[config.mk]
export PLATFORM = sky130hd
export DESIGN_NAME = wheel_speed_pid_motor_drive_core
export DESIGN_NICKNAME = d
export VERILOG_FILES = /design/src/wspid_pkg.sv /design/src/wspid_seq.sv /design/src/wspid_datapath.sv /design/src/wheel_speed_pid_motor_drive_core.sv
export SDC_FILE = /design/constraint.sdc
export NUM_CORES = 2
export LEC_CHECK = 0
export ABC_AREA = 1
export BUFFER_PORTS_ARGS = -buffer_cell sky130_fd_sc_hd__buf_2
export CAP_MARGIN = 20
export CORE_MARGIN = 3
export CORE_UTILIZATION = 61
export DETAILED_ROUTE_END_ITERATION = 7
export PLACE_DENSITY = 0.78
export SLEW_MARGIN = 20
export SYNTH_ARGS = -nofsm -noshare
export SYNTH_HDL_FRONTEND = slang
export SYNTH_SLANG_ARGS = --single-unit
[constraint.sdc]
create_clock -name clock -period 14 [get_ports clock]
set_clock_uncertainty 0.05 [all_clocks]
set_input_delay 1.4 -clock clock [delete_from_list [all_inputs] [get_ports clock]]
set_output_delay 1.4 -clock clock [all_outputs]
set_load 0.03 [all_outputs]
[src/wspid_pkg.sv]
// Shared types and constants of the wheel speed PID core: payloads, config,
// microcode control word. No dependencies.
package wspid_pkg;

   // payloads
   typedef struct packed {
      logic signed [15:0] pulse_count;
      logic               clear;
   } req_payload_type;

   typedef struct packed {
      logic [14:0]        duty_us;
      logic signed [23:0] measured_speed;
      logic signed [31:0] pid_term;
      logic               clamped;
   } rsp_payload_type;

   // configuration registers
   typedef struct packed {
      logic [31:0] kp_gain;
      logic [31:0] ki_gain;
      logic [31:0] kd_gain;
      logic [15:0] target_speed;
      logic [15:0] speed_scale;
      logic [14:0] duty_bias;
      logic [14:0] duty_limit;
   } cfg_type;

   localparam cfg_type CFG_RESET = '{
      kp_gain:      32'd671089,
      ki_gain:      32'd16777,
      kd_gain:      32'd168,
      target_speed: 16'd400,
      speed_scale:  16'd26453,
      duty_bias:    15'd1290,
      duty_limit:   15'd20000
   };

   localparam int CSR_INDEX_W = 3;
   localparam int CSR_DATA_W  = 32;

   typedef enum logic [CSR_INDEX_W-1:0] {
      CSR_KP_GAIN      = 3'd0,
      CSR_KI_GAIN      = 3'd1,
      CSR_KD_GAIN      = 3'd2,
      CSR_TARGET_SPEED = 3'd3,
      CSR_SPEED_SCALE  = 3'd4,
      CSR_DUTY_BIAS    = 3'd5,
      CSR_DUTY_LIMIT   = 3'd6
   } csr_index_type;

   // datapath widths
   localparam int MUL_A_W = 33;   // unsigned 32-bit gain, sign bit added
   localparam int MUL_B_W = 26;   // signed operand
   localparam int PROD_W  = MUL_A_W + MUL_B_W;
   localparam int ACC_W   = 74;   // ki * 40-bit sum plus two smaller terms

   // microcode
   localparam int UCODE_LEN = 9;
   localparam int STEP_W    = $clog2(UCODE_LEN);

   typedef enum logic [1:0] {MA_SCALE, MA_KP, MA_KI, MA_KD} mul_a_sel_type;
   typedef enum logic [2:0] {MB_DIFF, MB_ERROR, MB_SUM_LO, MB_SUM_HI, MB_DERIV}
      mul_b_sel_type;
   typedef enum logic [1:0] {ACC_NONE, ACC_LOAD, ACC_ADD, ACC_ADD_HI} acc_op_type;
   typedef enum logic [2:0] {OP_NONE, OP_SPEED, OP_INTEG, OP_PID, OP_DUTY}
      unit_op_type;
   // SQ_FINISH: leave the program once the output register can take the result
   typedef enum logic {SQ_NEXT, SQ_FINISH} flow_type;

   typedef struct packed {
      mul_a_sel_type mul_a;
      mul_b_sel_type mul_b;
      acc_op_type    acc_op;
      unit_op_type   unit_op;
      flow_type      flow;
   } ucode_word_type;

   localparam ucode_word_type UCODE_IDLE = '{
      mul_a: MA_SCALE, mul_b: MB_DIFF, acc_op: ACC_NONE, unit_op: OP_NONE, flow: SQ_NEXT
   };

endpackage

[src/wspid_seq.sv]
// Microcode sequencer: step counter over a read-only program of control words.
// Depends on wspid_pkg.
module wspid_seq (
   input  logic                      clock,
   input  logic                      reset,
   input  logic                      start,
   input  logic                      out_free,
   output wspid_pkg::ucode_word_type ctrl,
   output logic                      busy
);

   localparam wspid_pkg::ucode_word_type UCODE [wspid_pkg::UCODE_LEN] = '{
      // 0: diff * speed_scale
      '{wspid_pkg::MA_SCALE, wspid_pkg::MB_DIFF,   wspid_pkg::ACC_NONE,
        wspid_pkg::OP_NONE,  wspid_pkg::SQ_NEXT},
      // 1: speed, error
      '{wspid_pkg::MA_SCALE, wspid_pkg::MB_DIFF,   wspid_pkg::ACC_NONE,
        wspid_pkg::OP_SPEED, wspid_pkg::SQ_NEXT},
      // 2: integrate, derivative; kp * error
      '{wspid_pkg::MA_KP,    wspid_pkg::MB_ERROR,  wspid_pkg::ACC_NONE,
        wspid_pkg::OP_INTEG, wspid_pkg::SQ_NEXT},
      // 3: ki * sum low half; acc = kp term
      '{wspid_pkg::MA_KI,    wspid_pkg::MB_SUM_LO, wspid_pkg::ACC_LOAD,
        wspid_pkg::OP_NONE,  wspid_pkg::SQ_NEXT},
      // 4: ki * sum high half; add low partial
      '{wspid_pkg::MA_KI,    wspid_pkg::MB_SUM_HI, wspid_pkg::ACC_ADD,
        wspid_pkg::OP_NONE,  wspid_pkg::SQ_NEXT},
      // 5: kd * deriv; add high partial shifted
      '{wspid_pkg::MA_KD,    wspid_pkg::MB_DERIV,  wspid_pkg::ACC_ADD_HI,
        wspid_pkg::OP_NONE,  wspid_pkg::SQ_NEXT},
      // 6: add kd term
      '{wspid_pkg::MA_KD,    wspid_pkg::MB_DERIV,  wspid_pkg::ACC_ADD,
        wspid_pkg::OP_NONE,  wspid_pkg::SQ_NEXT},
      // 7: round and saturate pid term
      '{wspid_pkg::MA_KD,    wspid_pkg::MB_DERIV,  wspid_pkg::ACC_NONE,
        wspid_pkg::OP_PID,   wspid_pkg::SQ_NEXT},
      // 8: duty clamp, hand result over
      '{wspid_pkg::MA_KD,    wspid_pkg::MB_DERIV,  wspid_pkg::ACC_NONE,
        wspid_pkg::OP_DUTY,  wspid_pkg::SQ_FINISH}
   };

   logic [wspid_pkg::STEP_W-1:0] step_ff, step_in;
   logic                         busy_ff, busy_in;
   wspid_pkg::ucode_word_type    word;

   assign word = UCODE[step_ff];

   always_comb begin
      busy_in = busy_ff;
      step_in = step_ff;
      if (start) begin
         busy_in = 1'b1;
         step_in = '0;
      end else if (busy_ff) begin
         unique case (word.flow)
            wspid_pkg::SQ_NEXT:   step_in = step_ff + wspid_pkg::STEP_W'(1);
            wspid_pkg::SQ_FINISH: if (out_free) busy_in = 1'b0;
            default:              step_in = step_ff;
         endcase
      end
   end

   always_ff @(posedge clock) begin
      if (reset) begin
         busy_ff <= 1'b0;
         step_ff <= '0;
      end else begin
         busy_ff <= busy_in;
         step_ff <= step_in;
      end
   end

   assign ctrl = busy_ff ? word : wspid_pkg::UCODE_IDLE;
   assign busy = busy_ff;

endmodule

[src/wspid_datapath.sv]
// PID datapath: one shared 33x26 multiplier, accumulator, loop state.
// Depends on wspid_pkg; driven by wspid_seq control words.
module wspid_datapath (
   input  logic                       clock,
   input  logic                       reset,
   input  logic                       start,
   input  wspid_pkg::req_payload_type req,
   input  wspid_pkg::cfg_type         cfg,
   input  wspid_pkg::ucode_word_type  ctrl,
   output wspid_pkg::rsp_payload_type result
);

   localparam int PW = wspid_pkg::PROD_W;
   localparam int AW = wspid_pkg::ACC_W;

   // loop state
   logic [15:0] last_count_ff, last_count_in;
   logic [39:0] sum_ff, sum_in;
   logic [24:0] last_error_ff, last_error_in;
   // work registers
   logic [15:0] diff_ff, diff_in;
   logic signed [PW-1:0] prod_ff, prod_in;
   logic [23:0] speed_ff, speed_in;
   logic [24:0] error_ff, error_in;
   logic [25:0] deriv_ff, deriv_in;
   logic [AW-1:0] acc_ff, acc_in;
   logic [31:0] pid_ff, pid_in;

   logic signed [wspid_pkg::MUL_A_W-1:0] a_v;
   logic signed [wspid_pkg::MUL_B_W-1:0] b_v;
   logic [33:0] spd_t;
   logic [25:0] spd_r;
   logic [40:0] sum_w;
   logic [AW-1:0] prod_ext;
   logic [AW-1:0] pid_t;
   logic [49:0] pid_r;
   logic [33:0] dsum;

   // multiplier operand select
   always_comb begin
      case (ctrl.mul_a)
         wspid_pkg::MA_SCALE: a_v = {17'b0, cfg.speed_scale};
         wspid_pkg::MA_KP:    a_v = {1'b0, cfg.kp_gain};
         wspid_pkg::MA_KI:    a_v = {1'b0, cfg.ki_gain};
         default:             a_v = {1'b0, cfg.kd_gain};
      endcase
      case (ctrl.mul_b)
         wspid_pkg::MB_DIFF:   b_v = {{10{diff_ff[15]}}, diff_ff};
         wspid_pkg::MB_ERROR:  b_v = {error_ff[24], error_ff};
         wspid_pkg::MB_SUM_LO: b_v = {6'b0, sum_ff[19:0]};
         wspid_pkg::MB_SUM_HI: b_v = {{6{sum_ff[39]}}, sum_ff[39:20]};
         default:              b_v = deriv_ff;
      endcase
   end

   assign prod_in = PW'(a_v) * PW'(b_v);

   // speed: round half up by 2^8, saturate to 24 bits
   assign spd_t = {prod_ff[32], prod_ff[32:0]} + 34'd128;
   assign spd_r = spd_t[33:8];

   assign sum_w = {sum_ff[39], sum_ff} + {{16{error_ff[24]}}, error_ff};
   assign prod_ext = {{(AW-PW){prod_ff[PW-1]}}, prod_ff};

   // pid: round half up by 2^24, saturate to 32 bits
   assign pid_t = acc_ff + AW'(24'h800000);
   assign pid_r = pid_t[AW-1:24];

   always_comb begin
      last_count_in = last_count_ff;
      sum_in        = sum_ff;
      last_error_in = last_error_ff;
      diff_in       = diff_ff;
      speed_in      = speed_ff;
      error_in      = error_ff;
      deriv_in      = deriv_ff;
      acc_in        = acc_ff;
      pid_in        = pid_ff;

      if (start) begin
         // clear restarts the loop: difference taken against zero
         diff_in       = req.pulse_count - (req.clear ? 16'd0 : last_count_ff);
         last_count_in = req.pulse_count;
         if (req.clear) begin
            sum_in        = '0;
            last_error_in = '0;
         end
      end

      case (ctrl.unit_op)
         wspid_pkg::OP_SPEED: begin
            if (spd_r[25:23] == 3'b000 || spd_r[25:23] == 3'b111)
               speed_in = spd_r[23:0];
            else
               speed_in = spd_r[25] ? 24'h800000 : 24'h7FFFFF;
            error_in = {9'b0, cfg.target_speed} - {speed_in[23], speed_in};
         end
         wspid_pkg::OP_INTEG: begin
            if (sum_w[40] != sum_w[39])
               sum_in = sum_w[40] ? {1'b1, 39'b0} : {1'b0, {39{1'b1}}};
            else
               sum_in = sum_w[39:0];
            deriv_in      = {error_ff[24], error_ff} - {last_error_ff[24], last_error_ff};
            last_error_in = error_ff;
         end
         wspid_pkg::OP_PID: begin
            if (pid_r[49:31] == {19{pid_r[49]}})
               pid_in = pid_r[31:0];
            else
               pid_in = pid_r[49] ? 32'h80000000 : 32'h7FFFFFFF;
         end
         default: ;
      endcase

      case (ctrl.acc_op)
         wspid_pkg::ACC_LOAD:   acc_in = prod_ext;
         wspid_pkg::ACC_ADD:    acc_in = acc_ff + prod_ext;
         wspid_pkg::ACC_ADD_HI: acc_in = acc_ff + {prod_ext[AW-21:0], 20'b0};
         default:               acc_in = acc_ff;
      endcase
   end

   always_ff @(posedge clock) begin
      if (reset) begin
         last_count_ff <= '0;
         sum_ff        <= '0;
         last_error_ff <= '0;
      end else begin
         last_count_ff <= last_count_in;
         sum_ff        <= sum_in;
         last_error_ff <= last_error_in;
      end
   end

   always_ff @(posedge clock) begin
      diff_ff  <= diff_in;
      prod_ff  <= prod_in;
      speed_ff <= speed_in;
      error_ff <= error_in;
      deriv_ff <= deriv_in;
      acc_ff   <= acc_in;
      pid_ff   <= pid_in;
   end

   // duty: bias + pid, clamped to 0..duty_limit
   assign dsum = {{2{pid_ff[31]}}, pid_ff} + {19'b0, cfg.duty_bias};

   always_comb begin
      if (dsum[33]) begin
         result.duty_us = '0;
         result.clamped = 1'b1;
      end else if (dsum > {19'b0, cfg.duty_limit}) begin
         result.duty_us = cfg.duty_limit;
         result.clamped = 1'b1;
      end else begin
         result.duty_us = dsum[14:0];
         result.clamped = 1'b0;
      end
      result.measured_speed = speed_ff;
      result.pid_term       = pid_ff;
   end

endmodule

[src/wheel_speed_pid_motor_drive_core.sv]
// Wheel speed PID core, top level. Depends on wspid_pkg, wspid_seq and
// wspid_datapath.
//
// One req transfer per sample tick carries the raw wheel pulse counter and a
// clear flag; each one produces exactly one rsp transfer with the motor duty
// in us, the measured speed, the PID term before bias and a clamp flag.
// Gains, target, speed scale, bias and duty limit live in seven registers on
// the csr write channel (index 0..6, index 7 ignored); csr_ready is always
// high. Write them only while no sample is in flight.
// A nine-step microprogram runs every product through a single 33x26
// multiplier; req_ready is low while it runs, so a new sample is taken only
// once the previous one has finished its program.
// The finished result sits in an output register, so req_ready returns as
// soon as it is loaded and the next sample can start while rsp waits.
// If rsp_ready is low and the output register is still full, the last step
// holds until it drains; nothing is dropped.
// Reset (synchronous, active high) loads the register defaults and clears
// the integral, last error and last count.
module wheel_speed_pid_motor_drive_core (
   input  logic                                  clock,
   input  logic                                  reset,
   // sample in
   input  logic                                  req_valid,
   output logic                                  req_ready,
   input  wspid_pkg::req_payload_type            req_data,
   // result out
   output logic                                  rsp_valid,
   input  logic                                  rsp_ready,
   output wspid_pkg::rsp_payload_type            rsp_data,
   // register writes
   input  logic                                  csr_valid,
   output logic                                  csr_ready,
   input  logic [wspid_pkg::CSR_INDEX_W-1:0]     csr_index,
   input  logic [wspid_pkg::CSR_DATA_W-1:0]      csr_wdata
);

   wspid_pkg::cfg_type         cfg_ff, cfg_in;
   wspid_pkg::ucode_word_type  ctrl;
   wspid_pkg::rsp_payload_type result;
   wspid_pkg::rsp_payload_type rsp_data_ff, rsp_data_in;
   logic                       rsp_valid_ff, rsp_valid_in;
   logic                       busy;
   logic                       start;
   logic                       out_free;
   logic                       load_out;

   assign csr_ready = 1'b1;
   assign req_ready = !busy;
   assign start     = req_valid && req_ready;
   // output register empty, or being drained this cycle
   assign out_free  = !rsp_valid_ff || rsp_ready;
   assign load_out  = (ctrl.unit_op == wspid_pkg::OP_DUTY) && out_free;

   // register file
   always_comb begin
      cfg_in = cfg_ff;
      if (csr_valid && csr_ready) begin
         unique case (wspid_pkg::csr_index_type'(csr_index))
            wspid_pkg::CSR_KP_GAIN:      cfg_in.kp_gain      = csr_wdata;
            wspid_pkg::CSR_KI_GAIN:      cfg_in.ki_gain      = csr_wdata;
            wspid_pkg::CSR_KD_GAIN:      cfg_in.kd_gain      = csr_wdata;
            wspid_pkg::CSR_TARGET_SPEED: cfg_in.target_speed = csr_wdata[15:0];
            wspid_pkg::CSR_SPEED_SCALE:  cfg_in.speed_scale  = csr_wdata[15:0];
            wspid_pkg::CSR_DUTY_BIAS:    cfg_in.duty_bias    = csr_wdata[14:0];
            wspid_pkg::CSR_DUTY_LIMIT:   cfg_in.duty_limit   = csr_wdata[14:0];
            default:                     cfg_in = cfg_ff;
         endcase
      end
   end

   always_ff @(posedge clock) begin
      if (reset) cfg_ff <= wspid_pkg::CFG_RESET;
      else       cfg_ff <= cfg_in;
   end

   wspid_seq u_seq (
      .clock    (clock),
      .reset    (reset),
      .start    (start),
      .out_free (out_free),
      .ctrl     (ctrl),
      .busy     (busy)
   );

   wspid_datapath u_datapath (
      .clock  (clock),
      .reset  (reset),
      .start  (start),
      .req    (req_data),
      .cfg    (cfg_ff),
      .ctrl   (ctrl),
      .result (result)
   );

   // output register: loaded on the last step, cleared on transfer
   always_comb begin
      rsp_valid_in = rsp_valid_ff;
      rsp_data_in  = rsp_data_ff;
      if (load_out) begin
         rsp_valid_in = 1'b1;
         rsp_data_in  = result;
      end else if (rsp_valid_ff && rsp_ready) begin
         rsp_valid_in = 1'b0;
      end
   end

   always_ff @(posedge clock) begin
      if (reset) rsp_valid_ff <= 1'b0;
      else       rsp_valid_ff <= rsp_valid_in;
   end

   always_ff @(posedge clock) begin
      rsp_data_ff <= rsp_data_in;
   end

   assign rsp_valid = rsp_valid_ff;
   assign rsp_data  = rsp_data_ff;

endmodule

==> metrics.md <==
| Metric | Value |
|---|---|
| Initial Util | `0.619` |
| Total wire length | `252000 um` |
| Setup TNS | `0 ps` |
| Worst hold path stage count | `0` |
| Reg2reg setup slack | `3460 ps` |
| IO Count | `132` |
| Unrepaired setup endpoints after global routing | `false` |
| Max Clk Rate | `0.0949 GHz` |
| Worst R2R Start | `u_seq.step_ff[0]` |
| Grt ovf | `0` |
| Synth top area cells | `fa_1 (21%), edfxtp_1 (12%), nand2_1 (11%), ha_1 (9.1%), dfxtp_1 (9.0%)` |
| Final setup fails | `0` |
| Antenna violations before repair | `2` |
| WP buf/inv | `10` |
| Fin nets | `10500` |
| Skew-Pair Late Insertion Delay | `670 ps` |
| Family with the most delay on the worst path | `adder cells` |
| Hold wc startpoint | `u_datapath.speed_ff[9]` |
| Most common cell after layout, fill and taps aside | `nand2_1` |
| Setup bufs post-CTS | `0` |
| Syn-to-layout area delta | `6.35%` |
| Minimum clock period | `10540 ps` |
| DRC viols | `0` |
| Yosys cell types | `59` |
| CTS resizes | `0` |
| Drt initial violations | `7834` |
| Fraction of synthesis flops using an asynchronous set or reset pin | `0` |
| R2R cell count | `33` |
| Most frequent cells in the layout | `nand2_1 (2015), inv_1 (1563), nor2_1 (1298), fa_1 (725), a21oi_1 (543)` |
| Slowest CP cell | `o221ai_2` |
| Warnings, synthesis | `0` |
| Antenna Violating Nets Remaining | `0` |
| DPL Wire Length | `203000 um` |
| Slew at the pin closest to its max-slew limit | `1270 ps` |
| Placement Setup Slack | `3840 ps` |
| Primary FF master, synth | `dfxtp_1` |
| Mean Syn Cell Area | `7.35 um^2` |
| CP Launch Type | `flip-flop` |
| Vias | `65100` |
| Crit path DAT | `11020 ps` |
| Mapped Nets | `10500` |
| FP Rows | `121` |
| Min-delay worst type | `flip-flop to flip-flop` |
| Hold-fix buffers, CTS | `0` |
| Clk root buf | `clkbuf_16` |
| Seq/Total Area, Yosys | `0.209` |
| Worst-path clk slew | `60 ps` |
| Area leader, netlist | `fa_1` |
| EDFF count, synth | `269` |
| GP Congestion | `1.09` |
| Final period util | `0.753` |
| Reg2reg end | `u_datapath.prod_ff[44]` |
| Crit Path Class | `flip-flop to flip-flop` |
| H-Tree Depth | `3` |
| CTS buffer count | `67` |
| Max stage delay on crit path | `1050 ps` |
| Clock Tree Buf Depth | `3` |
| Core Area | `110000 um^2` |
| DIE AREA | `115000 um^2` |
| Worst hold path endpoint | `rsp_data[42]` |
| FF+latch count, synth | `573` |
| Mapped Cells | `9240` |
| Status | `completed` |
| GRT Resource Usage Total | `0.431` |
| Via density | `6.03` |
| Mapped Area | `67900 um^2` |
| CTS tree | `built` |
| # clock sinks | `573` |
| Yosys top cell area share | `0.214` |
| Worst EP required | `14470 ps` |
| Avg WL per Cell | `23.3 um` |
| Max cap viols | `0` |
| Worst slew margin | `0.145` |
| DIE HEIGHT | `340 um` |
| First-pass GRT wire length | `378000 um` |
| CP Max Fanout | `47` |
| Share of cells above drive strength 1 | `0.0505` |
| Final Hold Fails | `0` |
| Port Buffers | `130` |
| Vias in the first global route | `63600` |
| Critical path depth in cells | `33` |
| Die width | `340 um` |
| Largest net degree at the start of global routing | `90` |
| Fin worst setup slack | `3460 ps` |
| Slew Viols, Final | `0` |
| Drt first pass iters | `7` |
| Worst setup EP type | `flip-flop` |
## cell type report
class                           instances  area (um^2)
Multi-Input combinational cell       6804        46500
Fill cell                            9788        37400
Sequential cell                       573        14200
Inverter                             1600         6010
Clock buffer                           90         1900
Tap cell                             1476         1850
Timing Repair Buffer                  214         1280
Clock inverter                         34          442
Antenna cell                            6         15.0
## cells by family after synthesis
logic type | after synthesis | synth area share
simple gates | 4058 | 0.243
compound gates | 1302 | 0.107
fa+ha+maj | 1221 | 0.305
other cells | 1 | 0.0000553
flops | 573 | 0.209
xor+xnor | 222 | 0.0286
buf+inv | 1863 | 0.107
## metal layers
metal | part of all wire | up-vias | global-route usage
met2 | 0.42 | 4094 | 0.646
met3 | 0.13 | 994 | 0.127
met1 | 0.38 | 30800 | 0.555
met4 | 0.073 | 4 | 0.250
li1 | - | 29200 | -
met5 | 0.00011 | - | 0
## flip-flops by register name (all words and copies together), names as in the netlist, 25 cells and up
signal	flops
cfg_ff	158
rsp_data	72
u_datapath.acc_ff	74
u_datapath.deriv_ff	26
u_datapath.error_ff	25
u_datapath.last_error_ff	25
u_datapath.pid_ff	32
u_datapath.prod_ff	59
u_datapath.sum_ff	40
## stage by stage
stage               hold slack (ps)  cell area [um^2]   util  cells
finish                          360             72200  0.659  10800
global placement                355             69800  0.637  10700
floorplan                       350             67900      -   9240
global route                    364             72200  0.658  10800
detailed placement              355             69800  0.637  10700
CTS                             358             72200  0.658  10800
## synthesized netlist by cell type, types with 13 or more instances
cell / instances
nand2_1: 2017
inv_2: 30
o211ai_1: 22
nand3b_1: 28
xor2_1: 136
dfxtp_1: 304
a21boi_0: 27
nand4_1: 94
o21ai_0: 472
inv_1: 1566
buf_2: 111
ha_1: 496
fa_1: 725
nor2_1: 1304
nand3_1: 444
nor3_1: 75
a31oi_1: 38
nor4_1: 22
clkbuf_1: 113
xnor2_1: 86
a21o_1: 34
o21ai_1: 23
buf_4: 18
o21a_1: 13
a21oi_1: 545
o21ai_2: 17
edfxtp_1: 269
o21bai_1: 34
a22oi_1: 16
or2_2: 42
## worst max path at each step
stage,endpoint,from
final,u_datapath.prod_ff[44],u_seq.step_ff[0]
after global routing,u_datapath.prod_ff[40],u_seq.step_ff[0]
after CTS,u_datapath.prod_ff[50],u_seq.step_ff[0]
after detailed placement,u_datapath.prod_ff[50],u_seq.step_ff[0]
after global placement,u_datapath.prod_ff[50],u_seq.step_ff[0]
after floorplan,u_datapath.prod_ff[40],u_seq.step_ff[0]
Power is left out: the tool's default activity adds up to more than one toggle a clock period on the data nets, which glitch-free logic cannot reach.
